## src/shabh_pkg.sv

```systemverilog
// ----------------------------------------------------------------------------
// shabh_pkg
// types, constants and round functions shared by the sha-256 block hash unit
// ----------------------------------------------------------------------------
`default_nettype none

package shabh_pkg;

  typedef logic [31:0] word_t;

  typedef struct packed {
    logic [31:0] msg_word;
    logic        msg_end;
  } in_item_t;

  typedef struct packed {
    logic [31:0] digest_word;
    logic [2:0]  digest_index;
    logic        digest_last;
  } out_item_t;

  // queued word with its classification
  typedef struct packed {
    logic [31:0] word;
    logic        msg_done;
  } q_item_t;

  localparam word_t InitHash [8] = '{
    32'h6a09e667, 32'hbb67ae85, 32'h3c6ef372, 32'ha54ff53a,
    32'h510e527f, 32'h9b05688c, 32'h1f83d9ab, 32'h5be0cd19
  };

  function automatic word_t big0(input word_t a);
    return {a[1:0], a[31:2]} ^ {a[12:0], a[31:13]} ^ {a[21:0], a[31:22]};
  endfunction

  function automatic word_t big1(input word_t e);
    return {e[5:0], e[31:6]} ^ {e[10:0], e[31:11]} ^ {e[24:0], e[31:25]};
  endfunction

  function automatic word_t small0(input word_t x);
    return {x[6:0], x[31:7]} ^ {x[17:0], x[31:18]} ^ {3'b0, x[31:3]};
  endfunction

  function automatic word_t small1(input word_t y);
    return {y[16:0], y[31:17]} ^ {y[18:0], y[31:19]} ^ {10'b0, y[31:10]};
  endfunction

  function automatic word_t round_k(input logic [5:0] idx);
    word_t k;
    unique case (idx)
      6'd0:  k = 32'h428a2f98;
      6'd1:  k = 32'h71374491;
      6'd2:  k = 32'hb5c0fbcf;
      6'd3:  k = 32'he9b5dba5;
      6'd4:  k = 32'h3956c25b;
      6'd5:  k = 32'h59f111f1;
      6'd6:  k = 32'h923f82a4;
      6'd7:  k = 32'hab1c5ed5;
      6'd8:  k = 32'hd807aa98;
      6'd9:  k = 32'h12835b01;
      6'd10: k = 32'h243185be;
      6'd11: k = 32'h550c7dc3;
      6'd12: k = 32'h72be5d74;
      6'd13: k = 32'h80deb1fe;
      6'd14: k = 32'h9bdc06a7;
      6'd15: k = 32'hc19bf174;
      6'd16: k = 32'he49b69c1;
      6'd17: k = 32'hefbe4786;
      6'd18: k = 32'h0fc19dc6;
      6'd19: k = 32'h240ca1cc;
      6'd20: k = 32'h2de92c6f;
      6'd21: k = 32'h4a7484aa;
      6'd22: k = 32'h5cb0a9dc;
      6'd23: k = 32'h76f988da;
      6'd24: k = 32'h983e5152;
      6'd25: k = 32'ha831c66d;
      6'd26: k = 32'hb00327c8;
      6'd27: k = 32'hbf597fc7;
      6'd28: k = 32'hc6e00bf3;
      6'd29: k = 32'hd5a79147;
      6'd30: k = 32'h06ca6351;
      6'd31: k = 32'h14292967;
      6'd32: k = 32'h27b70a85;
      6'd33: k = 32'h2e1b2138;
      6'd34: k = 32'h4d2c6dfc;
      6'd35: k = 32'h53380d13;
      6'd36: k = 32'h650a7354;
      6'd37: k = 32'h766a0abb;
      6'd38: k = 32'h81c2c92e;
      6'd39: k = 32'h92722c85;
      6'd40: k = 32'ha2bfe8a1;
      6'd41: k = 32'ha81a664b;
      6'd42: k = 32'hc24b8b70;
      6'd43: k = 32'hc76c51a3;
      6'd44: k = 32'hd192e819;
      6'd45: k = 32'hd6990624;
      6'd46: k = 32'hf40e3585;
      6'd47: k = 32'h106aa070;
      6'd48: k = 32'h19a4c116;
      6'd49: k = 32'h1e376c08;
      6'd50: k = 32'h2748774c;
      6'd51: k = 32'h34b0bcb5;
      6'd52: k = 32'h391c0cb3;
      6'd53: k = 32'h4ed8aa4a;
      6'd54: k = 32'h5b9cca4f;
      6'd55: k = 32'h682e6ff3;
      6'd56: k = 32'h748f82ee;
      6'd57: k = 32'h78a5636f;
      6'd58: k = 32'h84c87814;
      6'd59: k = 32'h8cc70208;
      6'd60: k = 32'h90befffa;
      6'd61: k = 32'ha4506ceb;
      6'd62: k = 32'hbef9a3f7;
      default: k = 32'hc67178f2;
    endcase
    return k;
  endfunction

endpackage

`default_nettype wire

```

## src/sha256_block_hash_unit.sv

```systemverilog
// ----------------------------------------------------------------------------
// sha256_block_hash_unit
// sha-256 compression over an already padded message, one word per item
// ----------------------------------------------------------------------------
// input channel: in_valid_i / in_ready_o with in_data_i holding one 32-bit
// big-endian message word and an end flag. every 16 words form a block; the
// end flag counts only on the word that completes a block.
// output channel: out_valid_o / out_ready_i with out_data_o holding one
// digest word, its index 0..7 and a last flag on index 7.
// the compression core runs one round per cycle while it has words: a block
// takes 64 rounds and the chaining add before the core takes words of the
// next block, which wait in a small queue meanwhile. the first digest word
// appears after the remaining rounds and the chaining add of the last block;
// the eight words then leave one per cycle while out_ready_i is high.
// while the receiver stalls, the digest holds and the core waits; words keep
// entering the queue until it fills, then in_ready_o drops.
// reset empties the queue, clears the word position and loads the chaining
// words with the standard initial values.
// ----------------------------------------------------------------------------
`default_nettype none

module sha256_block_hash_unit #(
  parameter int QueueDepth = 4
) (
  input  logic                 clk_i,
  input  logic                 rst_ni,
  input  logic                 in_valid_i,
  output logic                 in_ready_o,
  input  shabh_pkg::in_item_t  in_data_i,
  output logic                 out_valid_o,
  input  logic                 out_ready_i,
  output shabh_pkg::out_item_t out_data_o
);
  import shabh_pkg::*;

  logic    push, full, pop, q_valid;
  q_item_t push_data, pop_data;

  shabh_front u_front (
    .clk_i      (clk_i),
    .rst_ni     (rst_ni),
    .in_valid_i (in_valid_i),
    .in_ready_o (in_ready_o),
    .in_data_i  (in_data_i),
    .push_o     (push),
    .push_data_o(push_data),
    .full_i     (full)
  );

  shabh_queue #(
    .Depth(QueueDepth)
  ) u_queue (
    .clk_i      (clk_i),
    .rst_ni     (rst_ni),
    .push_i     (push),
    .push_data_i(push_data),
    .full_o     (full),
    .pop_i      (pop),
    .valid_o    (q_valid),
    .pop_data_o (pop_data)
  );

  shabh_core u_core (
    .clk_i      (clk_i),
    .rst_ni     (rst_ni),
    .q_valid_i  (q_valid),
    .q_data_i   (pop_data),
    .q_pop_o    (pop),
    .out_valid_o(out_valid_o),
    .out_ready_i(out_ready_i),
    .out_data_o (out_data_o)
  );

  // core never takes a word from an empty queue
  assert property (@(posedge clk_i) disable iff (!rst_ni) pop |-> q_valid)
    else $error("word taken from empty queue");

  // no words are consumed while a digest is going out
  assert property (@(posedge clk_i) disable iff (!rst_ni) out_valid_o |-> !pop)
    else $error("word consumed during digest output");

  // digest output stops after the last digest word of a message
  assert property (@(posedge clk_i) disable iff (!rst_ni)
    (out_valid_o && out_ready_i && out_data_o.digest_last) |=> !out_valid_o)
    else $error("digest output runs past the last word");

  // digest words go out in order
  assert property (@(posedge clk_i) disable iff (!rst_ni)
    (out_valid_o && out_ready_i && !out_data_o.digest_last) |=>
      (out_valid_o && out_data_o.digest_index == $past(out_data_o.digest_index) + 3'd1))
    else $error("digest index out of order");

endmodule

`default_nettype wire

```

## src/shabh_front.sv

```systemverilog
// ----------------------------------------------------------------------------
// shabh_front
// accepts message words, tracks the word position and marks block-ending
// words that close the message
// ----------------------------------------------------------------------------
`default_nettype none

module shabh_front (
  input  logic                clk_i,
  input  logic                rst_ni,
  input  logic                in_valid_i,
  output logic                in_ready_o,
  input  shabh_pkg::in_item_t in_data_i,
  output logic                push_o,
  output shabh_pkg::q_item_t  push_data_o,
  input  logic                full_i
);
  import shabh_pkg::*;

  logic [3:0] count_q, count_d;

  assign in_ready_o = !full_i;
  assign push_o     = in_valid_i && !full_i;

  // end mark only counts on the word that completes a block
  assign push_data_o.word     = in_data_i.msg_word;
  assign push_data_o.msg_done = in_data_i.msg_end && (count_q == 4'hf);

  assign count_d = push_o ? count_q + 4'd1 : count_q;

  always_ff @(posedge clk_i or negedge rst_ni) begin
    if (!rst_ni) begin
      count_q <= 4'd0;
    end else begin
      count_q <= count_d;
    end
  end

endmodule

`default_nettype wire

```

## src/shabh_queue.sv

```systemverilog
// ----------------------------------------------------------------------------
// shabh_queue
// short word queue between the front and the compression core
// ----------------------------------------------------------------------------
`default_nettype none

module shabh_queue #(
  parameter int Depth = 4
) (
  input  logic               clk_i,
  input  logic               rst_ni,
  input  logic               push_i,
  input  shabh_pkg::q_item_t push_data_i,
  output logic               full_o,
  input  logic               pop_i,
  output logic               valid_o,
  output shabh_pkg::q_item_t pop_data_o
);
  import shabh_pkg::*;

  localparam int PtrW = (Depth > 1) ? $clog2(Depth) : 1;
  localparam int CntW = $clog2(Depth + 1);

  q_item_t         mem_q [Depth];
  logic [PtrW-1:0] wr_ptr_q, rd_ptr_q;
  logic [CntW-1:0] count_q;

  assign full_o     = (count_q == CntW'(Depth));
  assign valid_o    = (count_q != '0);
  assign pop_data_o = mem_q[rd_ptr_q];

  always_ff @(posedge clk_i) begin
    if (push_i) begin
      mem_q[wr_ptr_q] <= push_data_i;
    end
  end

  always_ff @(posedge clk_i or negedge rst_ni) begin
    if (!rst_ni) begin
      wr_ptr_q <= '0;
      rd_ptr_q <= '0;
      count_q  <= '0;
    end else begin
      if (push_i) begin
        wr_ptr_q <= (wr_ptr_q == PtrW'(Depth - 1)) ? '0 : wr_ptr_q + PtrW'(1);
      end
      if (pop_i) begin
        rd_ptr_q <= (rd_ptr_q == PtrW'(Depth - 1)) ? '0 : rd_ptr_q + PtrW'(1);
      end
      count_q <= count_q + CntW'(push_i) - CntW'(pop_i);
    end
  end

endmodule

`default_nettype wire

```

## src/shabh_core.sv

```systemverilog
// ----------------------------------------------------------------------------
// shabh_core
// one sha-256 round per cycle while message words are at hand, with a rolling
// schedule window, chaining update and digest output register
// ----------------------------------------------------------------------------
`default_nettype none

module shabh_core (
  input  logic                 clk_i,
  input  logic                 rst_ni,
  input  logic                 q_valid_i,
  input  shabh_pkg::q_item_t   q_data_i,
  output logic                 q_pop_o,
  output logic                 out_valid_o,
  input  logic                 out_ready_i,
  output shabh_pkg::out_item_t out_data_o
);
  import shabh_pkg::*;

  typedef enum logic [1:0] {
    StRound,
    StFinal,
    StEmit
  } state_e;

  state_e     state_q;
  logic [5:0] round_q;
  logic       done_q;
  logic [2:0] idx_q;
  logic       out_valid_q;
  word_t      out_word_q;
  word_t      v_q [8];
  word_t      chain_q [8];
  word_t      w_q [16];

  logic  need_word, advance;
  word_t sched_w, wt, ch, maj, t1, t2;
  word_t chain_new [8];

  assign need_word = (round_q[5:4] == 2'b00);
  assign advance   = (state_q == StRound) && (!need_word || q_valid_i);
  assign q_pop_o   = (state_q == StRound) && need_word && q_valid_i;

  assign sched_w = small1(w_q[14]) + w_q[9] + small0(w_q[1]) + w_q[0];
  assign wt      = need_word ? q_data_i.word : sched_w;
  assign ch      = (v_q[4] & v_q[5]) ^ (~v_q[4] & v_q[6]);
  assign maj     = (v_q[0] & v_q[1]) ^ (v_q[0] & v_q[2]) ^ (v_q[1] & v_q[2]);
  assign t1      = v_q[7] + big1(v_q[4]) + ch + round_k(round_q) + wt;
  assign t2      = big0(v_q[0]) + maj;

  always_comb begin
    for (int i = 0; i < 8; i++) begin
      chain_new[i] = chain_q[i] + v_q[i];
    end
  end

  assign out_valid_o             = out_valid_q;
  assign out_data_o.digest_word  = out_word_q;
  assign out_data_o.digest_index = idx_q;
  assign out_data_o.digest_last  = (idx_q == 3'd7);

  // schedule window
  always_ff @(posedge clk_i) begin
    if (advance) begin
      for (int i = 0; i < 15; i++) begin
        w_q[i] <= w_q[i+1];
      end
      w_q[15] <= wt;
    end
  end

  always_ff @(posedge clk_i or negedge rst_ni) begin
    if (!rst_ni) begin
      state_q     <= StRound;
      round_q     <= 6'd0;
      done_q      <= 1'b0;
      idx_q       <= 3'd0;
      out_valid_q <= 1'b0;
      out_word_q  <= '0;
      for (int i = 0; i < 8; i++) begin
        v_q[i]     <= InitHash[i];
        chain_q[i] <= InitHash[i];
      end
    end else begin
      unique case (state_q)
        StRound: begin
          if (advance) begin
            v_q[7] <= v_q[6];
            v_q[6] <= v_q[5];
            v_q[5] <= v_q[4];
            v_q[4] <= v_q[3] + t1;
            v_q[3] <= v_q[2];
            v_q[2] <= v_q[1];
            v_q[1] <= v_q[0];
            v_q[0] <= t1 + t2;
            round_q <= round_q + 6'd1;
            if (round_q == 6'd15) begin
              done_q <= q_data_i.msg_done;
            end
            if (round_q == 6'd63) begin
              state_q <= StFinal;
            end
          end
        end
        StFinal: begin
          for (int i = 0; i < 8; i++) begin
            chain_q[i] <= chain_new[i];
            v_q[i]     <= chain_new[i];
          end
          if (done_q) begin
            state_q     <= StEmit;
            out_valid_q <= 1'b1;
            out_word_q  <= chain_new[0];
            idx_q       <= 3'd0;
          end else begin
            state_q <= StRound;
          end
        end
        StEmit: begin
          if (out_ready_i) begin
            if (idx_q == 3'd7) begin
              out_valid_q <= 1'b0;
              state_q     <= StRound;
              for (int i = 0; i < 8; i++) begin
                v_q[i]     <= InitHash[i];
                chain_q[i] <= InitHash[i];
              end
            end else begin
              idx_q      <= idx_q + 3'd1;
              out_word_q <= chain_q[idx_q + 3'd1];
            end
          end
        end
        default: begin
          state_q <= StRound;
        end
      endcase
    end
  end

endmodule

`default_nettype wire

```

## config.mk

```make
export PLATFORM = sky130hd
export DESIGN_NAME = sha256_block_hash_unit
export DESIGN_NICKNAME = d
export VERILOG_FILES = /design/src/shabh_pkg.sv /design/src/sha256_block_hash_unit.sv /design/src/shabh_front.sv /design/src/shabh_queue.sv /design/src/shabh_core.sv
export SDC_FILE = /design/constraint.sdc
export NUM_CORES = 2
export LEC_CHECK = 0
export ABC_AREA = 1
export BUFFER_PORTS_ARGS = -buffer_cell sky130_fd_sc_hd__buf_2
export CAP_MARGIN = 20
export CORE_MARGIN = 3
export CORE_UTILIZATION = 45
export CTS_CLUSTER_DIAMETER = 120
export DETAILED_ROUTE_END_ITERATION = 8
export PLACE_DENSITY = 0.64
export RECOVER_POWER = 50
export SYNTH_ARGS = -nofsm -noshare
export SYNTH_HDL_FRONTEND = slang
export SYNTH_SLANG_ARGS = --single-unit
```

## constraint.sdc

```tcl
create_clock -name clk_i -period 13.4 [get_ports clk_i]
set_input_delay 1.34 -clock clk_i [delete_from_list [all_inputs] [get_ports clk_i]]
set_output_delay 1.34 -clock clk_i [all_outputs]
set_load 0.02 [all_outputs]
```

# Word-level counts from Yosys, hierarchy flattened
# Memory sizes are Yosys's and may differ from the RTL's.
# Index checks and enable logic that the tools add are counted.
[classes] order_cmp=1 n_reduce_logical=20 muxes=33 add_sub_neg=25 eq_ne=15 n_bitwise=18
[op_table] operator="$mux W256" count=3
[op_table] operator="$pmux W256 S3" count=1
[op_table] operator="$add A32 B32 Y32" count=18
[op_table] operator="$pmux W256 S2" count=1
[op_table] operator="$xor A32 B32 Y32" count=9
[op_table] operator="$mux W32" count=6
[op_table] operator="$and A32 B32 Y32" count=5
[op_table] operator="$bmux W32 S3" count=1
[op_table] operator="$pmux W32 S2" count=1
[op_table] operator="$not A32 Y32" count=1
[op_table] operator="$xor A32 B22 Y32" count=1
[op_table] operator="$xor A32 B29 Y32" count=1
[op_table] operator="$reduce_and A4 Y1" count=4
[op_table] operator="$mux W2" count=7
[op_table] operator="$mux W3" count=3
[op_table] operator="$ne A2 B2 Y1 const B" count=4
[op_table] operator="$mux W1" count=7
[op_table] operator="$add A6 B1 Y6 const B" count=1
[op_table] operator="$eq A2 B2 Y1 const B" count=3
[op_table] operator="$eq A3 B3 Y1 const B" count=2
[op_table] operator="$eq A6 B4 Y1 const B" count=1
[op_table] operator="$eq A6 B6 Y1 const B" count=1
[op_table] operator="$pmux W2 S3" count=1
[op_table] operator="$pmux W3 S2" count=1
[op_table] operator="19 further kinds" count=29
[word_totals] word_cells=141 ramBits=644 output_inout_bits=38 reg_bits=568 mem_bits_ro=2048 input_bits=37 n_memories=3
[memory_table] memory="(no name shown)" words=64 width=32 read_ports=1 rd_ports_with_merged_regs=0 write_ports=0 line="shabh_pkg.sv:51" source="unique case (idx)"
[memory_table] memory="u_core.w_q" words=16 width=32 read_ports=16 rd_ports_with_merged_regs=0 write_ports=16 line="shabh_core.sv:34" source="word_t w_q [16];"
[memory_table] memory="u_queue.mem_q" words=4 width=33 read_ports=1 rd_ports_with_merged_regs=0 write_ports=1 line="shabh_queue.sv:24" source="q_item_t mem_q [Depth];"

# Depth between registers and ports, before layout
[depth] depth_word=10 ltp_mapped=53 ltp_nobuf=53

# Cells and area by module
# A second synthesis with hierarchy kept.
[hier_totals] hier_cells=9140 area_unflattened_um2=78576.6
[modules_own_cells] module="shabh_core" cells_each=8512 area_per_inst_um2=72130.4 n_inst=1
[modules_own_cells] module="shabh_queue" cells_each=569 area_per_inst_um2=5979.5 n_inst=1
[modules_own_cells] module="shabh_front" cells_each=59 area_per_inst_um2=466.7 n_inst=1

# Least setup slack after synthesis
# Ideal clock, no wire load.
[synth_path] kind="register to register" start="reg u_core.state_q[0]" end="reg u_core.round_q[2]" path_slack_ns=1.753 t_required_ns=12.812 path_stages_with_launch=6 t_arrival_ns=11.059 path_buffers=0 period_less_slack_ns=11.647 cell_sequence="dfrtp_1 > inv_1 > ha_1 > nand2_1 > inv_1 > o21ai_0"
[synth_via] elab_chain_cells=3
[synth_rtl] item="start: declaration" line="shabh_core.sv:26" source="state_e state_q;"
[synth_rtl] item="start signal: assignment" line="shabh_core.sv:74" source="state_q <= StRound;"
[synth_rtl] item="start signal: assignment" line="shabh_core.sv:101" source="state_q <= StFinal;"
[synth_rtl] item="start signal: assignment" line="shabh_core.sv:111" source="state_q <= StEmit;"
[synth_rtl] item="$logic_not A2 Y1" line="shabh_core.sv:41" source="assign advance = (state_q == StRound) && (!need_word || q_valid_i);"
[synth_rtl] item="$logic_and A1 B1 Y1" line="shabh_core.sv:41"
[synth_rtl] item="via u_core.advance" line="shabh_core.sv:36" source="logic need_word, advance;"
[synth_rtl] item="$reduce_and A2 Y1 (no source line)"
[synth_rtl] item="end signal: assignment" line="shabh_core.sv:96" source="round_q <= round_q + 6'd1;"
[synth_rtl] item="end: declaration" line="shabh_core.sv:27" source="logic [5:0] round_q;"
# The timed path passes the listed nets, and every way through them passes these cells.
# A chain may end at the register's enable or synchronous reset.

# Final worst setup path
[layout_path] start="reg u_core.round_q[5]" end="reg u_core.v_q[255] (netlist bit)"
[layout_via] elab_chain_cells=6
[layout_rtl] item="$mem_v2 Z64 W32 or $logic_not A2 Y1 (tied branches)"
[layout_rtl] item="$add A32 B32 Y32, or another cell as far along" line="shabh_core.sv:48" source="assign t1 = v_q[7] + big1(v_q[4]) + ch + round_k(round_q) + wt;"
[layout_rtl] item="$add A32 B32 Y32 or $logic_or A1 B1 Y1 (tied branches)" line="shabh_core.sv:48, shabh_core.sv:41"
[layout_rtl] item="$add A32 B32 Y32 or $logic_and A1 B1 Y1 (tied branches)" line="shabh_core.sv:95, shabh_core.sv:41"
[layout_rtl] item="$mux W256 or $ne A2 B1 Y1 (tied branches)"
[layout_rtl] item="$pmux W256 S3 or $reduce_and A4 Y1 (tied branches)"
[layout_rtl] item="end signal: indexed assignment" line="shabh_core.sv:81" source="v_q[i] <= InitHash[i];"
[layout_rtl] item="end signal: indexed assignment" line="shabh_core.sv:108" source="v_q[i] <= chain_new[i];"
[layout_rtl] item="end signal: indexed assignment" line="shabh_core.sv:125" source="v_q[i] <= InitHash[i];"
[layout_rtl] item="end: declaration" line="shabh_core.sv:32" source="word_t v_q [8];"
# Several ways; a longest one is shown, not always the timed one. The select of a mux whose other input is x is not followed.

==> impl_metrics.py <==
metrics = {
    "outcome": {
        "status": "finished, violations left",
        "violations": "max-capacitance violations, max-slew violations",
    },
    "drt": {
        "routedWlPerCell_um": 27.38,
        "drc": 0,
        "vias": 67330,
        "viasPerCell": 5.865,
        "drt_iter0_drc": 6818,
        "drtAntennaViolNets": 0,
        "first_pass_iters": 6,
        "drt_wl_total_um": 314300,
    },
    "global_routing": {
        "grt_overflow": 0,
        "grt_max_degree": 216,
        "grt_pass1_wl_um": 454100,
        "grt_pass1_vias": 66890,
        "antenna_found_initial": 4,
        "gr-usage-all-layers_pct": 34.49,
    },
    "yosys": {
        "synth-seq-cells": 1212,
        "yosysSeqAreaShare_pct": 43.04,
        "yosysWarnings": 0,
        "synth_top_area_share_pct": 24.56,
        "synth_most_common_cell": "nand2_1",
        "ys.flop_type": "edfxtp_1",
        "synth_nets": 9743,
        "synth.avg_cell_area_um2": 8.659,
        "synth_cell_types": 80,
        "syn_inst": 9094,
        "synthesis.area_um2": 78740,
        "yosysTopAreaCell": "edfxtp_1",
        "ys_top_cells_by_area": "edfxtp_1 (25%), dfrtp_1 (9.4%), dfstp_2 (9.1%), nand2_1 (7.9%), ha_1 (6.6%)",
        "async_flop_share_pct": 46.86,
        "netlist_top_cells_count": "nand2_1 (1661), inv_1 (1276), o21ai_0 (816)",
        "synth_edf_count": 644,
    },
    "critical_path": {
        "crit_slowest_cell": "nor2_1",
        "arrival_ps": 12530,
        "crit_type": "reg -> reg",
        "crit_required_ps": 14110,
        "r2r-end": "u_core.v_q[255]",
        "critical_path.max_stage_delay_ps": 1800,
        "critPathLaunchType": "flop",
        "cp_max_fo": 33,
        "crit_start": "u_core.round_q[5]",
        "crit_path_end_kind": "flop",
        "r2r_slack_ps": 1580,
        "worstRegToRegCells": 34,
        "rr_startpoint": "u_core.round_q[5]",
    },
    "layout": {
        "area_growth_pct": 9.251,
        "final_nets": 9699,
        "design_area_um2": 86030,
        "finalNonFillerCells": 11480,
        "final_layout_size_suffix_gt1_share_pct": 8.247,
    },
    "timing": {
        "hold_violations": 0,
        "fin_skew_ps": 42.65,
        "slew_viol_final": 593,
        "hold_slack_ps": 406.3,
        "max-slew-margin-rel_pct": -302.1,
        "fin_setup_tns_ps": 0,
        "max_freq_mhz": 84.61,
        "tightest_slew_ps": 6031,
        "finalSetupViolCount": 0,
        "post-route-min-period_ps": 11820,
        "finalCritPeriodShare_pct": 88.20,
        "rsz0062_at_grt": "no",
    },
    "floorplanning": {
        "num_rows": 152,
        "die_x_um": 424.3,
        "die_y_um": 424.3,
        "core_area_um2": 172700,
        "floorplan.die_area_um2": 180000,
        "io_pins": 75,
        "initial_utilization_pct": 45.60,
    },
    "clock_tree": {
        "cts_root_buf": "clkbuf_16",
        "cts_resized": 0,
        "insertion_delay_ps": 810,
        "cts_setup_buffers": 0,
        "numCtsBuffers": 140,
        "holdBufCountCts": 0,
        "clockBufferDepth": 3,
        "clkSinkCount": 1212,
        "htreeDepth": 4,
        "cts_tree": "yes",
        "clkTransAtPathRegs_ps": 60,
    },
    "place": {
        "place_inst": 11220,
        "dpl-instance-area_um2": 81400,
        "hpwl_um": 238800,
        "gp_congestion": 1.042,
        "io_buffers": 74,
    },
    "min_path": {
        "hp-class": "reg -> reg",
        "hold_end": "u_core.w_q[14][19]",
        "hp-start": "u_core.w_q[15][19]",
        "hold_path_depth": 0,
    },
    "run": {
        "max_cap_violations": 15,
    },
}
==> through the flow <==
| stage | setup WS (ps) | utilization [%] |
|---|---|---|
| 6_report | 1582 | 49.82 |
| 4_1_cts | 2647 | 49.93 |
| 5_1_grt | 1281 | 49.81 |
| 3_5_place_dp | 2725 | 47.14 |
| 3_3_place_gp | 2677 | 47.11 |
| 2_1_floorplan | 1753 | - |
==> flip-flops by register name, indices dropped and copies added, names as in the netlist <==
name and cells:
u_front.count_q 4, u_core.w_q 512, u_core.state_q 2, u_core.chain_q 256, u_queue.mem_q 132, u_core.out_word_q 32
u_queue.rd_ptr_q 2, u_queue.count_q 3, u_core.done_q 1, u_core.v_q 256, u_core.idx_q 3, u_queue.wr_ptr_q 2
u_core.round_q 6, u_core.out_valid_o 1
==> critical path: cells and delay by family (launching register included) <==
| family | cells | cell delay, ps |
|---|---|---|
| simple gates | 17 | 5140 |
| compound gates | 4 | 830 |
| buf+inv | 6 | 1880 |
| xor+xnor | 1 | 430 |
| flops | 1 | 630 |
| fa+ha+maj | 6 | 2760 |
==> how the worst max path moves through the flow <==
stage | end | cells past startpoint | slack [ps]
6_report | u_core.v_q[255] | 34 | 1580
5_1_grt | u_core.v_q[255] | 34 | 1280
4_1_cts | u_core.v_q[255] | 48 | 2650
3_5_place_dp | u_core.v_q[255] | 48 | 2720
3_3_place_gp | u_core.v_q[255] | 48 | 2680
2_1_floorplan | u_core.round_q[2] | 5 | 1750
==> area by class of cell <==
type / instances / area, um2
well taps: 2310 / 2890
repair buffers: 159 / 958.4
clock inverters: 75 / 937.1
clock buffers: 184 / 3894
diodes: 3 / 7.507
flip-flops and latches: 1212 / 33900
inverters: 1293 / 4883
multi-input cells: 6244 / 38560
fillers: 16520 / 86660
==> cell families after synthesis <==
family	Yosys count	share of synthesized area (%)
mux	2	0.02860
xor+xnor	415	4.626
buf+inv	1638	8.055
flops	1212	43.04
fa+ha+maj	612	11.61
compound gates	2335	17.36
simple gates	2880	15.28
==> placed cells by master (no fill, tap or decap), types with 36 or more instances in the layout <==
cell type,synthesis,routed
or2_2,44,44
dfstp_2,272,272
fa_1,198,198
clkbuf_16,0,144
nor2_1,528,528
dfrtp_1,296,293
o21ai_0,816,816
edfxtp_1,644,644
xnor2_1,179,179
nand4_1,48,48
buf_4,3,68
a31oi_1,41,41
nor3_1,88,88
nand2_1,1661,1661
inv_1,1276,1269
o21a_1,36,36
o21ai_1,52,51
ha_1,414,412
o21bai_1,43,43
xor2_1,235,235
a21oi_1,776,776
a22oi_1,118,118
a21o_1,50,50
nand3_1,404,404
clkbuf_1,222,104
o22ai_1,89,89
==> routing by layer <==
layer	GRT usage, %	wire [um]	up-vias
met5	0	16	-
met4	23.22	25740	2
met3	5.219	20850	874
met2	57.79	149700	3056
met1	41.07	118000	32770
li1	-	-	30630
Power is left out: the tool's default activity adds up to more than one toggle a clock period on the data nets, which glitch-free logic cannot reach.
